### config.mk
export PLATFORM = sky130hd
export DESIGN_NAME = sha256_stream_hasher_flat
export DESIGN_NICKNAME = d
export VERILOG_FILES = /design/src/hw/rtl/sha_pkg.sv /design/src/hw/rtl/sha_req_if.sv /design/src/hw/rtl/sha_rsp_if.sv /design/src/hw/rtl/sha_ctrl.sv /design/src/hw/rtl/sha_dpath.sv /design/src/hw/rtl/sha256_stream_hasher.sv /design/src/flat_wrapper.sv
export SDC_FILE = /design/constraint.sdc
export NUM_CORES = 2
export LEC_CHECK = 0
export BUFFER_PORTS_ARGS = -buffer_cell sky130_fd_sc_hd__buf_2
export CAP_MARGIN = 20
export CORE_MARGIN = 1.5
export CORE_UTILIZATION = 40
export DETAILED_ROUTE_END_ITERATION = 12
export HOLD_SLACK_MARGIN = 0.08
export PLACE_DENSITY = 0.61
export SLEW_MARGIN = 20
export SYNTH_ARGS = -nofsm -noshare
export SYNTH_HDL_FRONTEND = slang
export SYNTH_SLANG_ARGS = --single-unit
### constraint.sdc
create_clock -name clock -period 9.8 [get_ports clock]
set_input_delay 0.98 -clock clock [delete_from_list [all_inputs] [get_ports clock]]
set_output_delay 0.98 -clock clock [all_outputs]
set_load 0.05 [all_outputs]
### src/hw/rtl/sha_pkg.sv
// SHA-256 stream hasher: shared package.
// Holds the round constants, the initial hash, the controller state type, the
// controller-to-datapath command and status structs, and the sigma functions.
`timescale 1ns / 1ps

package sha_pkg;

   localparam int WORD_W = 32;
   localparam int NUM_WORDS = 8;
   localparam int NUM_ROUNDS = 64;
   localparam int TOTAL_W = 61;

   localparam logic [7:0] PAD_MARK = 8'h80;
   localparam logic [5:0] FILL_LAST = 6'd63;
   localparam logic [5:0] FILL_BEFORE_LEN = 6'd55;
   localparam logic [5:0] ROUND_LAST = 6'd63;
   localparam logic [2:0] WORD_LAST_IDX = 3'd7;

   localparam logic [31:0] ROUND_K [NUM_ROUNDS] = '{
      32'h428a2f98, 32'h71374491, 32'hb5c0fbcf, 32'he9b5dba5,
      32'h3956c25b, 32'h59f111f1, 32'h923f82a4, 32'hab1c5ed5,
      32'hd807aa98, 32'h12835b01, 32'h243185be, 32'h550c7dc3,
      32'h72be5d74, 32'h80deb1fe, 32'h9bdc06a7, 32'hc19bf174,
      32'he49b69c1, 32'hefbe4786, 32'h0fc19dc6, 32'h240ca1cc,
      32'h2de92c6f, 32'h4a7484aa, 32'h5cb0a9dc, 32'h76f988da,
      32'h983e5152, 32'ha831c66d, 32'hb00327c8, 32'hbf597fc7,
      32'hc6e00bf3, 32'hd5a79147, 32'h06ca6351, 32'h14292967,
      32'h27b70a85, 32'h2e1b2138, 32'h4d2c6dfc, 32'h53380d13,
      32'h650a7354, 32'h766a0abb, 32'h81c2c92e, 32'h92722c85,
      32'ha2bfe8a1, 32'ha81a664b, 32'hc24b8b70, 32'hc76c51a3,
      32'hd192e819, 32'hd6990624, 32'hf40e3585, 32'h106aa070,
      32'h19a4c116, 32'h1e376c08, 32'h2748774c, 32'h34b0bcb5,
      32'h391c0cb3, 32'h4ed8aa4a, 32'h5b9cca4f, 32'h682e6ff3,
      32'h748f82ee, 32'h78a5636f, 32'h84c87814, 32'h8cc70208,
      32'h90befffa, 32'ha4506ceb, 32'hbef9a3f7, 32'hc67178f2
   };

   localparam logic [31:0] INIT_HASH [NUM_WORDS] = '{
      32'h6a09e667, 32'hbb67ae85, 32'h3c6ef372, 32'ha54ff53a,
      32'h510e527f, 32'h9b05688c, 32'h1f83d9ab, 32'h5be0cd19
   };

   typedef enum logic [6:0] {
      ST_IDLE  = 7'b0000001,
      ST_MARK  = 7'b0000010,
      ST_ZERO  = 7'b0000100,
      ST_LEN   = 7'b0001000,
      ST_ROUND = 7'b0010000,
      ST_FOLD  = 7'b0100000,
      ST_OUT   = 7'b1000000
   } state_type;

   typedef enum logic [1:0] {
      SRC_DATA = 2'd0,
      SRC_MARK = 2'd1,
      SRC_ZERO = 2'd2,
      SRC_LEN  = 2'd3
   } byte_src_type;

   typedef struct packed {
      logic         push;
      byte_src_type byte_src;
      logic         count_byte;
      logic         init_work;
      logic         round_en;
      logic [5:0]   round_idx;
      logic         fold;
      logic         out_shift;
      logic         restart;
   } cmd_type;

   typedef struct packed {
      logic [5:0] fill;
   } status_type;

   function automatic logic [31:0] big_s0(input logic [31:0] x);
      big_s0 = {x[1:0], x[31:2]} ^ {x[12:0], x[31:13]} ^ {x[21:0], x[31:22]};
   endfunction

   function automatic logic [31:0] big_s1(input logic [31:0] x);
      big_s1 = {x[5:0], x[31:6]} ^ {x[10:0], x[31:11]} ^ {x[24:0], x[31:25]};
   endfunction

   function automatic logic [31:0] small_s0(input logic [31:0] x);
      small_s0 = {x[6:0], x[31:7]} ^ {x[17:0], x[31:18]} ^ {3'b000, x[31:3]};
   endfunction

   function automatic logic [31:0] small_s1(input logic [31:0] x);
      small_s1 = {x[16:0], x[31:17]} ^ {x[18:0], x[31:19]} ^ {10'd0, x[31:10]};
   endfunction

endpackage

### src/hw/rtl/sha_req_if.sv
// SHA-256 stream hasher: input channel interface.
// Carries valid, ready and one message word (mode and data byte); no dependencies.
`timescale 1ns / 1ps

interface sha_req_if;
   logic       valid;
   logic       ready;
   logic       mode;
   logic [7:0] data_byte;

   modport source (output valid, output mode, output data_byte, input ready);
   modport sink (input valid, input mode, input data_byte, output ready);
endinterface

### src/hw/rtl/sha_rsp_if.sv
// SHA-256 stream hasher: result channel interface.
// Carries valid, ready and one digest word with its last marker; no dependencies.
`timescale 1ns / 1ps

interface sha_rsp_if;
   logic        valid;
   logic        ready;
   logic [31:0] digest_word;
   logic        word_last;

   modport source (output valid, output digest_word, output word_last, input ready);
   modport sink (input valid, input digest_word, input word_last, output ready);
endinterface

### src/hw/rtl/sha_ctrl.sv
// SHA-256 stream hasher: controller state machine.
// Sequences byte intake, padding, rounds and digest output; uses sha_pkg.
`timescale 1ns / 1ps

module sha_ctrl (
   input  logic                clock,
   input  logic                reset,
   input  logic                req_valid,
   input  logic                req_mode,
   output logic                req_ready,
   input  logic                rsp_ready,
   output logic                rsp_valid,
   output logic                rsp_last,
   input  sha_pkg::status_type status,
   output sha_pkg::cmd_type    cmd
);

   sha_pkg::state_type state_ff, state_in;
   sha_pkg::state_type ret_ff, ret_in;
   logic [5:0]         rnd_ff, rnd_in;
   logic [2:0]         outc_ff, outc_in;
   logic               block_full;

   assign block_full = (status.fill == sha_pkg::FILL_LAST);

   always_comb begin
      state_in      = state_ff;
      ret_in        = ret_ff;
      rnd_in        = rnd_ff;
      outc_in       = outc_ff;
      req_ready     = 1'b0;
      rsp_valid     = 1'b0;
      rsp_last      = 1'b0;
      cmd           = '0;
      cmd.byte_src  = sha_pkg::SRC_DATA;
      cmd.round_idx = rnd_ff;

      unique case (state_ff)
         sha_pkg::ST_IDLE: begin
            req_ready = 1'b1;
            if (req_valid) begin
               if (!req_mode) begin
                  cmd.push       = 1'b1;
                  cmd.count_byte = 1'b1;
                  if (block_full) begin
                     cmd.init_work = 1'b1;
                     ret_in        = sha_pkg::ST_IDLE;
                     state_in      = sha_pkg::ST_ROUND;
                  end
               end else begin
                  state_in = sha_pkg::ST_MARK;
               end
            end
         end
         sha_pkg::ST_MARK: begin
            cmd.push     = 1'b1;
            cmd.byte_src = sha_pkg::SRC_MARK;
            if (block_full) begin
               cmd.init_work = 1'b1;
               ret_in        = sha_pkg::ST_ZERO;
               state_in      = sha_pkg::ST_ROUND;
            end else if (status.fill == sha_pkg::FILL_BEFORE_LEN) begin
               state_in = sha_pkg::ST_LEN;
            end else begin
               state_in = sha_pkg::ST_ZERO;
            end
         end
         sha_pkg::ST_ZERO: begin
            cmd.push     = 1'b1;
            cmd.byte_src = sha_pkg::SRC_ZERO;
            if (block_full) begin
               cmd.init_work = 1'b1;
               ret_in        = sha_pkg::ST_ZERO;
               state_in      = sha_pkg::ST_ROUND;
            end else if (status.fill == sha_pkg::FILL_BEFORE_LEN) begin
               state_in = sha_pkg::ST_LEN;
            end
         end
         sha_pkg::ST_LEN: begin
            cmd.push     = 1'b1;
            cmd.byte_src = sha_pkg::SRC_LEN;
            if (block_full) begin
               cmd.init_work = 1'b1;
               ret_in        = sha_pkg::ST_OUT;
               state_in      = sha_pkg::ST_ROUND;
            end
         end
         sha_pkg::ST_ROUND: begin
            cmd.round_en = 1'b1;
            rnd_in       = rnd_ff + 6'd1;
            if (rnd_ff == sha_pkg::ROUND_LAST) begin
               state_in = sha_pkg::ST_FOLD;
            end
         end
         sha_pkg::ST_FOLD: begin
            cmd.fold = 1'b1;
            state_in = ret_ff;
         end
         sha_pkg::ST_OUT: begin
            rsp_valid = 1'b1;
            rsp_last  = (outc_ff == sha_pkg::WORD_LAST_IDX);
            if (rsp_ready) begin
               cmd.out_shift = 1'b1;
               outc_in       = outc_ff + 3'd1;
               if (outc_ff == sha_pkg::WORD_LAST_IDX) begin
                  cmd.restart = 1'b1;
                  state_in    = sha_pkg::ST_IDLE;
               end
            end
         end
         default: begin
            state_in = sha_pkg::ST_IDLE;
         end
      endcase
   end

   always_ff @(posedge clock) begin
      if (reset) begin
         state_ff <= sha_pkg::ST_IDLE;
         ret_ff   <= sha_pkg::ST_IDLE;
         rnd_ff   <= '0;
         outc_ff  <= '0;
      end else begin
         state_ff <= state_in;
         ret_ff   <= ret_in;
         rnd_ff   <= rnd_in;
         outc_ff  <= outc_in;
      end
   end

endmodule

### src/hw/rtl/sha_dpath.sv
// SHA-256 stream hasher: datapath.
// Block shift line doubling as schedule window, round logic, hash and length
// registers; driven by sha_ctrl commands, uses sha_pkg.
`timescale 1ns / 1ps

module sha_dpath (
   input  logic                clock,
   input  logic                reset,
   input  sha_pkg::cmd_type    cmd,
   input  logic [7:0]          data_byte,
   output sha_pkg::status_type status,
   output logic [31:0]         digest_word
);

   // Word j of the window sits at [511-32j -: 32]; word 0 is the oldest.
   logic [511:0]               win_ff, win_in;
   logic [31:0]                wv_ff   [sha_pkg::NUM_WORDS];
   logic [31:0]                wv_in   [sha_pkg::NUM_WORDS];
   logic [31:0]                hash_ff [sha_pkg::NUM_WORDS];
   logic [31:0]                hash_in [sha_pkg::NUM_WORDS];
   logic [5:0]                 fill_ff, fill_in;
   logic [sha_pkg::TOTAL_W-1:0] total_ff, total_in;

   logic [63:0] bit_len;
   logic [5:0]  len_shift;
   logic [7:0]  push_byte;
   logic [31:0] w_sched, w_cur, t1, t2;

   assign bit_len   = {total_ff, 3'b000};
   assign len_shift = {3'(3'd7 - fill_ff[2:0]), 3'b000};

   always_comb begin
      case (cmd.byte_src)
         sha_pkg::SRC_DATA: push_byte = data_byte;
         sha_pkg::SRC_MARK: push_byte = sha_pkg::PAD_MARK;
         sha_pkg::SRC_ZERO: push_byte = 8'h00;
         sha_pkg::SRC_LEN:  push_byte = 8'(bit_len >> len_shift);
         default:           push_byte = 8'h00;
      endcase
   end

   // Taps: W[t-16] word 0, W[t-15] word 1, W[t-7] word 9, W[t-2] word 14.
   assign w_sched = win_ff[511:480] + sha_pkg::small_s0(win_ff[479:448])
                  + win_ff[223:192] + sha_pkg::small_s1(win_ff[63:32]);
   assign w_cur   = cmd.round_idx[5:4] == 2'b00 ? win_ff[511:480] : w_sched;

   assign t1 = wv_ff[7] + sha_pkg::big_s1(wv_ff[4])
             + ((wv_ff[4] & wv_ff[5]) ^ (~wv_ff[4] & wv_ff[6]))
             + sha_pkg::ROUND_K[cmd.round_idx] + w_cur;
   assign t2 = sha_pkg::big_s0(wv_ff[0])
             + ((wv_ff[0] & wv_ff[1]) ^ (wv_ff[0] & wv_ff[2]) ^ (wv_ff[1] & wv_ff[2]));

   always_comb begin
      win_in   = win_ff;
      fill_in  = fill_ff;
      total_in = total_ff;
      wv_in    = wv_ff;
      hash_in  = hash_ff;

      if (cmd.push) begin
         win_in  = {win_ff[503:0], push_byte};
         fill_in = fill_ff + 6'd1;
      end
      if (cmd.count_byte) begin
         total_in = total_ff + sha_pkg::TOTAL_W'(1);
      end

      if (cmd.init_work) begin
         wv_in = hash_ff;
      end else if (cmd.round_en) begin
         win_in   = {win_ff[479:0], w_cur};
         wv_in[7] = wv_ff[6];
         wv_in[6] = wv_ff[5];
         wv_in[5] = wv_ff[4];
         wv_in[4] = wv_ff[3] + t1;
         wv_in[3] = wv_ff[2];
         wv_in[2] = wv_ff[1];
         wv_in[1] = wv_ff[0];
         wv_in[0] = t1 + t2;
      end

      if (cmd.fold) begin
         for (int i = 0; i < sha_pkg::NUM_WORDS; i++) begin
            hash_in[i] = hash_ff[i] + wv_ff[i];
         end
      end else if (cmd.out_shift) begin
         for (int i = 0; i < sha_pkg::NUM_WORDS - 1; i++) begin
            hash_in[i] = hash_ff[i + 1];
         end
         hash_in[sha_pkg::NUM_WORDS - 1] = hash_ff[0];
      end

      if (cmd.restart) begin
         hash_in  = sha_pkg::INIT_HASH;
         total_in = '0;
         fill_in  = '0;
      end
   end

   always_ff @(posedge clock) begin
      if (reset) begin
         hash_ff  <= sha_pkg::INIT_HASH;
         fill_ff  <= '0;
         total_ff <= '0;
      end else begin
         hash_ff  <= hash_in;
         fill_ff  <= fill_in;
         total_ff <= total_in;
      end
   end

   always_ff @(posedge clock) begin
      win_ff <= win_in;
      wv_ff  <= wv_in;
   end

   assign status.fill = fill_ff;
   assign digest_word = hash_ff[0];

endmodule

### src/hw/rtl/sha256_stream_hasher.sv
// Operation: a data word is taken while idle; a word that completes a 64-byte block
// starts 64 rounds and one hash fold, and no words are taken meanwhile. A finish word
// starts padding: one padding byte per cycle up to the block end, pausing while each
// padded block (one or two) is hashed, then eight digest words at one per cycle while rsp ready.
// Message byte throughput is set by the single round unit.
// Reset (synchronous, active high): initial hash loaded, counts cleared, idle.
`timescale 1ns / 1ps

module sha256_stream_hasher (
   input  logic    clock,
   input  logic    reset,
   sha_req_if.sink   req_ch,
   sha_rsp_if.source rsp_ch
);

   // Command and status bundles between the sequencer and the datapath.
   sha_pkg::cmd_type    cmd;
   sha_pkg::status_type status;

   // Controller: owns the handshake, the padding phases, the round counter
   // and the digest word counter. Take words only in its idle state; hold
   // the request side off through padding, rounds and output.
   sha_ctrl u_ctrl (
      .clock     (clock),
      .reset     (reset),
      .req_valid (req_ch.valid),
      .req_mode  (req_ch.mode),
      .req_ready (req_ch.ready),
      .rsp_ready (rsp_ch.ready),
      .rsp_valid (rsp_ch.valid),
      .rsp_last  (rsp_ch.word_last),
      .status    (status),
      .cmd       (cmd)
   );

   // Datapath: the 512-bit shift line packs bytes big-endian and then serves
   // as the rolling schedule window; the hash registers rotate during output
   // so the current digest word always sits in the first one.
   sha_dpath u_dpath (
      .clock       (clock),
      .reset       (reset),
      .cmd         (cmd),
      .data_byte   (req_ch.data_byte),
      .status      (status),
      .digest_word (rsp_ch.digest_word)
   );

endmodule
### src/flat_wrapper.sv
// flat-port wrapper written by rule: the top's interface ports become plain ports
module sha256_stream_hasher_flat 
  (clock, reset, req_ch_valid, req_ch_mode, req_ch_data_byte, req_ch_ready, rsp_ch_valid, rsp_ch_digest_word, rsp_ch_word_last, rsp_ch_ready);
  sha_req_if req_ch_i ();
  sha_rsp_if rsp_ch_i ();
  input  logic clock;
  input  logic reset;
  input wire logic [$bits(req_ch_i.valid)-1:0] req_ch_valid;
  input wire logic [$bits(req_ch_i.mode)-1:0] req_ch_mode;
  input wire logic [$bits(req_ch_i.data_byte)-1:0] req_ch_data_byte;
  output wire logic [$bits(req_ch_i.ready)-1:0] req_ch_ready;
  output wire logic [$bits(rsp_ch_i.valid)-1:0] rsp_ch_valid;
  output wire logic [$bits(rsp_ch_i.digest_word)-1:0] rsp_ch_digest_word;
  output wire logic [$bits(rsp_ch_i.word_last)-1:0] rsp_ch_word_last;
  input wire logic [$bits(rsp_ch_i.ready)-1:0] rsp_ch_ready;
  assign req_ch_i.valid = req_ch_valid;
  assign req_ch_i.mode = req_ch_mode;
  assign req_ch_i.data_byte = req_ch_data_byte;
  assign req_ch_ready = req_ch_i.ready;
  assign rsp_ch_valid = rsp_ch_i.valid;
  assign rsp_ch_digest_word = rsp_ch_i.digest_word;
  assign rsp_ch_word_last = rsp_ch_i.word_last;
  assign rsp_ch_i.ready = rsp_ch_ready;
  sha256_stream_hasher u_core (.clock(clock), .reset(reset), .req_ch(req_ch_i), .rsp_ch(rsp_ch_i));
endmodule
======== Word level (Yosys, flattened, before mapping) ========
Memory sizes are Yosys's and may differ from the RTL's.
Cells that the tools add are included.
W data, S select, Z words.
operators by class
  add/subtract/negate cells ............... 23
  shifts and indexed selects .............. 1
  eq/ne operators ......................... 23
  magnitude comparators ................... 1
  reductions and logical operators ........ 11
  multiplexer cells ....................... 45
  bitwise gates (word level) .............. 18
operators by type and width
  cell                     number
  $mux W512                3
  $mux W256                4
  $add A32 B32 Y32         18
  $xor A32 B32 Y32         9
  $and A32 B32 Y32         5
  $mux W7                  14
  $mux W32                 3
  $shr A64 B6 Y8           1
  $add A61 B1 Y61 const B  1
  $pmux W7 S7              1
  $not A32 Y32             1
  $pmux W8 S4              1
  $xor A32 B22 Y32         1
  $xor A32 B29 Y32         1
  $pmux W7 S3              1
  $eq A6 B6 Y1 const B     3
  $ne A2 B2 Y1 const B     7
  $add A6 B1 Y6 const B    2
  $mux W1                  10
  $mux W2                  4
  $eq A7 B1 Y1 const B     1
  $eq A7 B2 Y1 const B     1
  $eq A7 B3 Y1 const B     1
  $eq A7 B4 Y1 const B     1
  other kinds (23)         28
storage, ports and cells
  bits in read-only memories .............. 2048
  input bits .............................. 13
  register bits after elaboration ......... 1114
  memories kept ........................... 1
memories
  name             words  width  rd ports  clocked after Yosys merged registers in  wr ports  RTL line         text
  (no name shown)  64     32     1         0                                        0         sha_dpath.sv:49  + sha_pkg::ROUND_K[cmd.round_idx] + w_cur;

======== Longest topological paths before layout ========
  word-level depth ........................ 10
  gate-level depth with buffers ........... 48

======== By module ========
A second synthesis with hierarchy kept.
second synthesis, totals
  cells, all modules ...................... 8368
  area total of the unflattened synthesis .. 74898.1 µm²
by module, submodules not included
  module     seq. area each (µm²)  times used  cells each  area each (µm²)
  sha_dpath  24403.4               1           8233        73788.3
  sha_ctrl   380.4                 1           135         1109.8

======== Least setup slack after synthesis ========
No wires, ideal clock.
  kind .................................... flip-flop to flip-flop
  from .................................... register u_core.u_dpath.win_ff[456]
  to ...................................... register u_core.u_dpath.wv_ff[255] (netlist bit) (data pin)
  data arrival time ....................... 9.736 ns
  data required time ...................... 9.540 ns
  cell stages (with the launch flop) ...... 45
  clock period less this slack ............ 9.996 ns
  setup slack ............................. -0.196 ns
  path through ............................ dfxtp_1 clkbuf_1 xnor2_1 xnor2_1 fa_1 fa_1 ha_1 fa_1 a21oi_1 nor2_1 a311o_1 a21o_1 a21oi_1 xnor2_1 mux2i_1 fa_1 inv_1 fa_1 [... 9 more ...] o21ai_1 a21o_1 a21o_1 xor2_1 inv_1 fa_1 inv_1 ha_1 nand4_1 nor2_1 o21a_1 o211ai_1 or3_1 a31oi_1 a221oi_1 xnor2_1 xnor3_1 mux2_2
RTL lines
  item                    RTL line          text
  start, declared         sha_dpath.sv:16   logic [511:0] win_ff, win_in;
  start signal, assigned  sha_dpath.sv:113  win_ff <= win_in;
  end signal, assigned    sha_dpath.sv:114  wv_ff <= wv_in;
  end, declared           sha_dpath.sv:17   logic [31:0] wv_ff [sha_pkg::NUM_WORDS];

==> run summary <==
area growth from synthesis to layout = 13.7%
detailed placer's ending HPWL = 196000 um
hold buffers post-CTS = 0
Post-synth EDFFs = 256
CTS Buffer Depth = 3
Leakage Power = 0.0363 uW
antenna violations before repair = 2
Final GP Congestion = 0.964
cell mode on critical path = fa_1
Nets = 10200
Fill cells = 18400
Comb pwr share = 0.578
Critical Path Max Stage Delay = 0.55 ns
row count = 158
DIE HEIGHT = 435 um
Sequential Power Share = 0.232
dpl ws = -0.952 ns
Crit Path Max Fanout = 3
sw power = 10900 uW
multi-input combinational cell area = 46600 um^2
fmax = 0.0998 GHz
slowest cell on the critical path = fa_1
Final Non-Filler Cells = 12200
CP Data Required Time = 10.34 ns
Seq. cell area = 24800 um^2
crit path time final = 10.02 ns
Layout Utilization = 0.458
Max H-tree Level = 4
CTS sink count = 1110
Cells after Synth = 9565
Post-Route WL = 271000 um
number of vias per cell = 5.70
RSZ-0062 raised after global routing = yes
kind of critical path = reg2reg
first-pass GRT wire length = 407000 um
total die area = 189000 um^2
die width = 435 um
crit start category = register
largest net degree at the start of global routing = 243
post-DR wirelength/cell = 22.2 um
CP arrival = 10.56 ns
CTS buffer count = 134
Final Cycle Share = 1.02
Synth cell types = 94
Clock Pin Slew Worst Setup and Hold Paths = 0.06 ns
share of cells above drive strength 1 = 0.104
Design Power = 27000 uW
status = complete, but fails checks
Max Cap Viol = 0
Worst setup EP type = register
1st-pass router iterations = 5
warning count from the yosys run = 0
syn_nets = 10200
Fin. Hold Viols = 0
most common cell after layout, fill and taps aside = nand2_1
failing checks = setup timing
post-route ant nets = 0
Sw Ratio = 0.404
number of global-route vias before repair = 65200
final setup margin = -0.217 ns
Int Pwr = 16100 uW
final setup fails = 2
Yosys reg bits = 1110
Worst slew margin = 0.212
reg-to-reg setup timing slack = -0.22 ns
top_reg_cell synth = dfxtp_1
Setup Skew = 0.0459 ns
CTS tree = built
Clock Latency Late Sink = 0.81 ns
mean post-synth cell area = 7.81 um^2
Seq/Total Area, Yosys = 0.332
Vias = 69600
placed cells = 11900
HP Class = reg2reg
Post-Syn Area = 74700 um^2
Initial Utilization = 0.403
worst vdd ir = 0.325 mV
number of port buffers = 47
DRC = 0
max-slew violations = 0
GR Overflow Total = 0
most frequent cells in the layout = 2302 x nand2_1, 934 x nor2_1, 845 x dfxtp_1
Core ar. = 185000 um^2
1st-iter DRT viols = 6685
PD cells = 318 nW/um^2
total I/O pin count = 48
Total GRT Usage = 0.276
Post-synth ARST share = 0
Root Driver = clkbuf_16
clock power share = 0.189
Slew @ Worst Pin = 1.18 ns
## worst max-delay path: cells and delay by family, from the launching register on
kind	cells	cell delay, ns
muxes	2	0.35
adders and majority gates	10	3.99
DFF	1	0.33
and+or+nand+nor	2	0.14
xor gates and xnor gates	6	0.99
buffers and inverters	10	0.95
AOI/OAI and AO/OA	15	2.99
## power groups by stage
stage	clock network, uW	logic (uW)	registers [uW]
after floorplan	0	8680	6090
after global placement	0	14000	6330
after detailed placement	0	14000	6340
after CTS	5200	14700	6260
after global routing	5370	17000	6350
final	5110	15600	6270
## through the flow
step           instance area, um^2  hold WS, ns  setup TNS (ns)
2_1_floorplan                74700        0.436               0
3_3_place_gp                 79500        0.443           -7.32
3_5_place_dp                 79500        0.451           -6.39
4_1_cts                      84400        0.426          -0.522
5_1_grt                      84900        0.457           -2.73
6_report                     84900        0.467          -0.239
## flip-flops by register name, summed over array words and instances, names as in the netlist
register and cells:
u_core.u_dpath.win_ff 512, u_core.u_dpath.status 6, u_core.u_ctrl.rnd_ff 6, u_core.u_ctrl.ret_ff 3, u_core.u_ctrl.state_ff 7, u_core.u_dpath.hash_ff 224, u_core.u_dpath.wv_ff 256, u_core.u_dpath.total_ff 61
u_core.u_dpath.digest_word 32, u_core.u_ctrl.outc_ff 3
## layer usage
metal | part of all wire | track usage | vias up | wire length (um)
met3 | 0.068 | 0.0415 | 509 | 18300
met5 | 0 | 0 | - | 0
li1 | - | - | 32800 | -
met4 | 0.043 | 0.111 | 0 | 11600
met1 | 0.44 | 0.375 | 33800 | 119000
met2 | 0.45 | 0.438 | 2438 | 122000
## logic make-up after synthesis
| group | count (synthesis) | synth area share |
|---|---|---|
| AO/OA/AOI/OAI | 2163 | 0.186 |
| XOR/XNOR | 625 | 0.0738 |
| adder cells (fa/ha/maj) | 613 | 0.122 |
| buffers and inverters | 1097 | 0.0568 |
| flip-flops | 1110 | 0.332 |
| multiplexers | 109 | 0.0183 |
| AND/OR/NAND/NOR | 3848 | 0.211 |
## timing repair
action | CTS | global route
resized for setup | 88 | 85
buffers inserted | 12 | 12
pin swaps | 47 | 66
setup endpoints to repair | 14 | 17
## cells in the mapped netlist, types with 197 or more instances
library cell	number	share of area
o21ai_0	367	0.025
nor2_1	943	0.047
a21oi_1	503	0.034
clkbuf_1	553	0.028
dfxtp_1	854	0.23
nand2_1	2308	0.12
a31oi_1	531	0.044
xor2_1	252	0.030
xnor2_1	370	0.043
edfxtp_1	256	0.10
ha_1	411	0.069
fa_1	197	0.053
a21o_1	205	0.021
inv_1	449	0.023
## worst paths after layout
check / from / to / depth (start not counted)
max reg2reg: u_core.u_dpath.win_ff[452] / u_core.u_dpath.wv_ff[255] / 45
min reg2reg: u_core.u_ctrl.outc_ff[2] / u_core.u_ctrl.outc_ff[2] / 2
max: u_core.u_dpath.win_ff[452] / u_core.u_dpath.wv_ff[255] / 45
min: u_core.u_ctrl.outc_ff[2] / u_core.u_ctrl.outc_ff[2] / 2
## cell type report
| class | instances | area share |
|---|---|---|
| antenna | 1 | 0.0000295 |
| clock buffer | 188 | 0.0452 |
| clock inverter | 56 | 0.00690 |
| inverter | 449 | 0.0199 |
| multi-input combinational | 7358 | 0.549 |
| sequential | 1110 | 0.292 |
| tap | 2480 | 0.0366 |
| timing repair buffer | 558 | 0.0508 |
No activity file was read; power rests on OpenSTA's default activity.
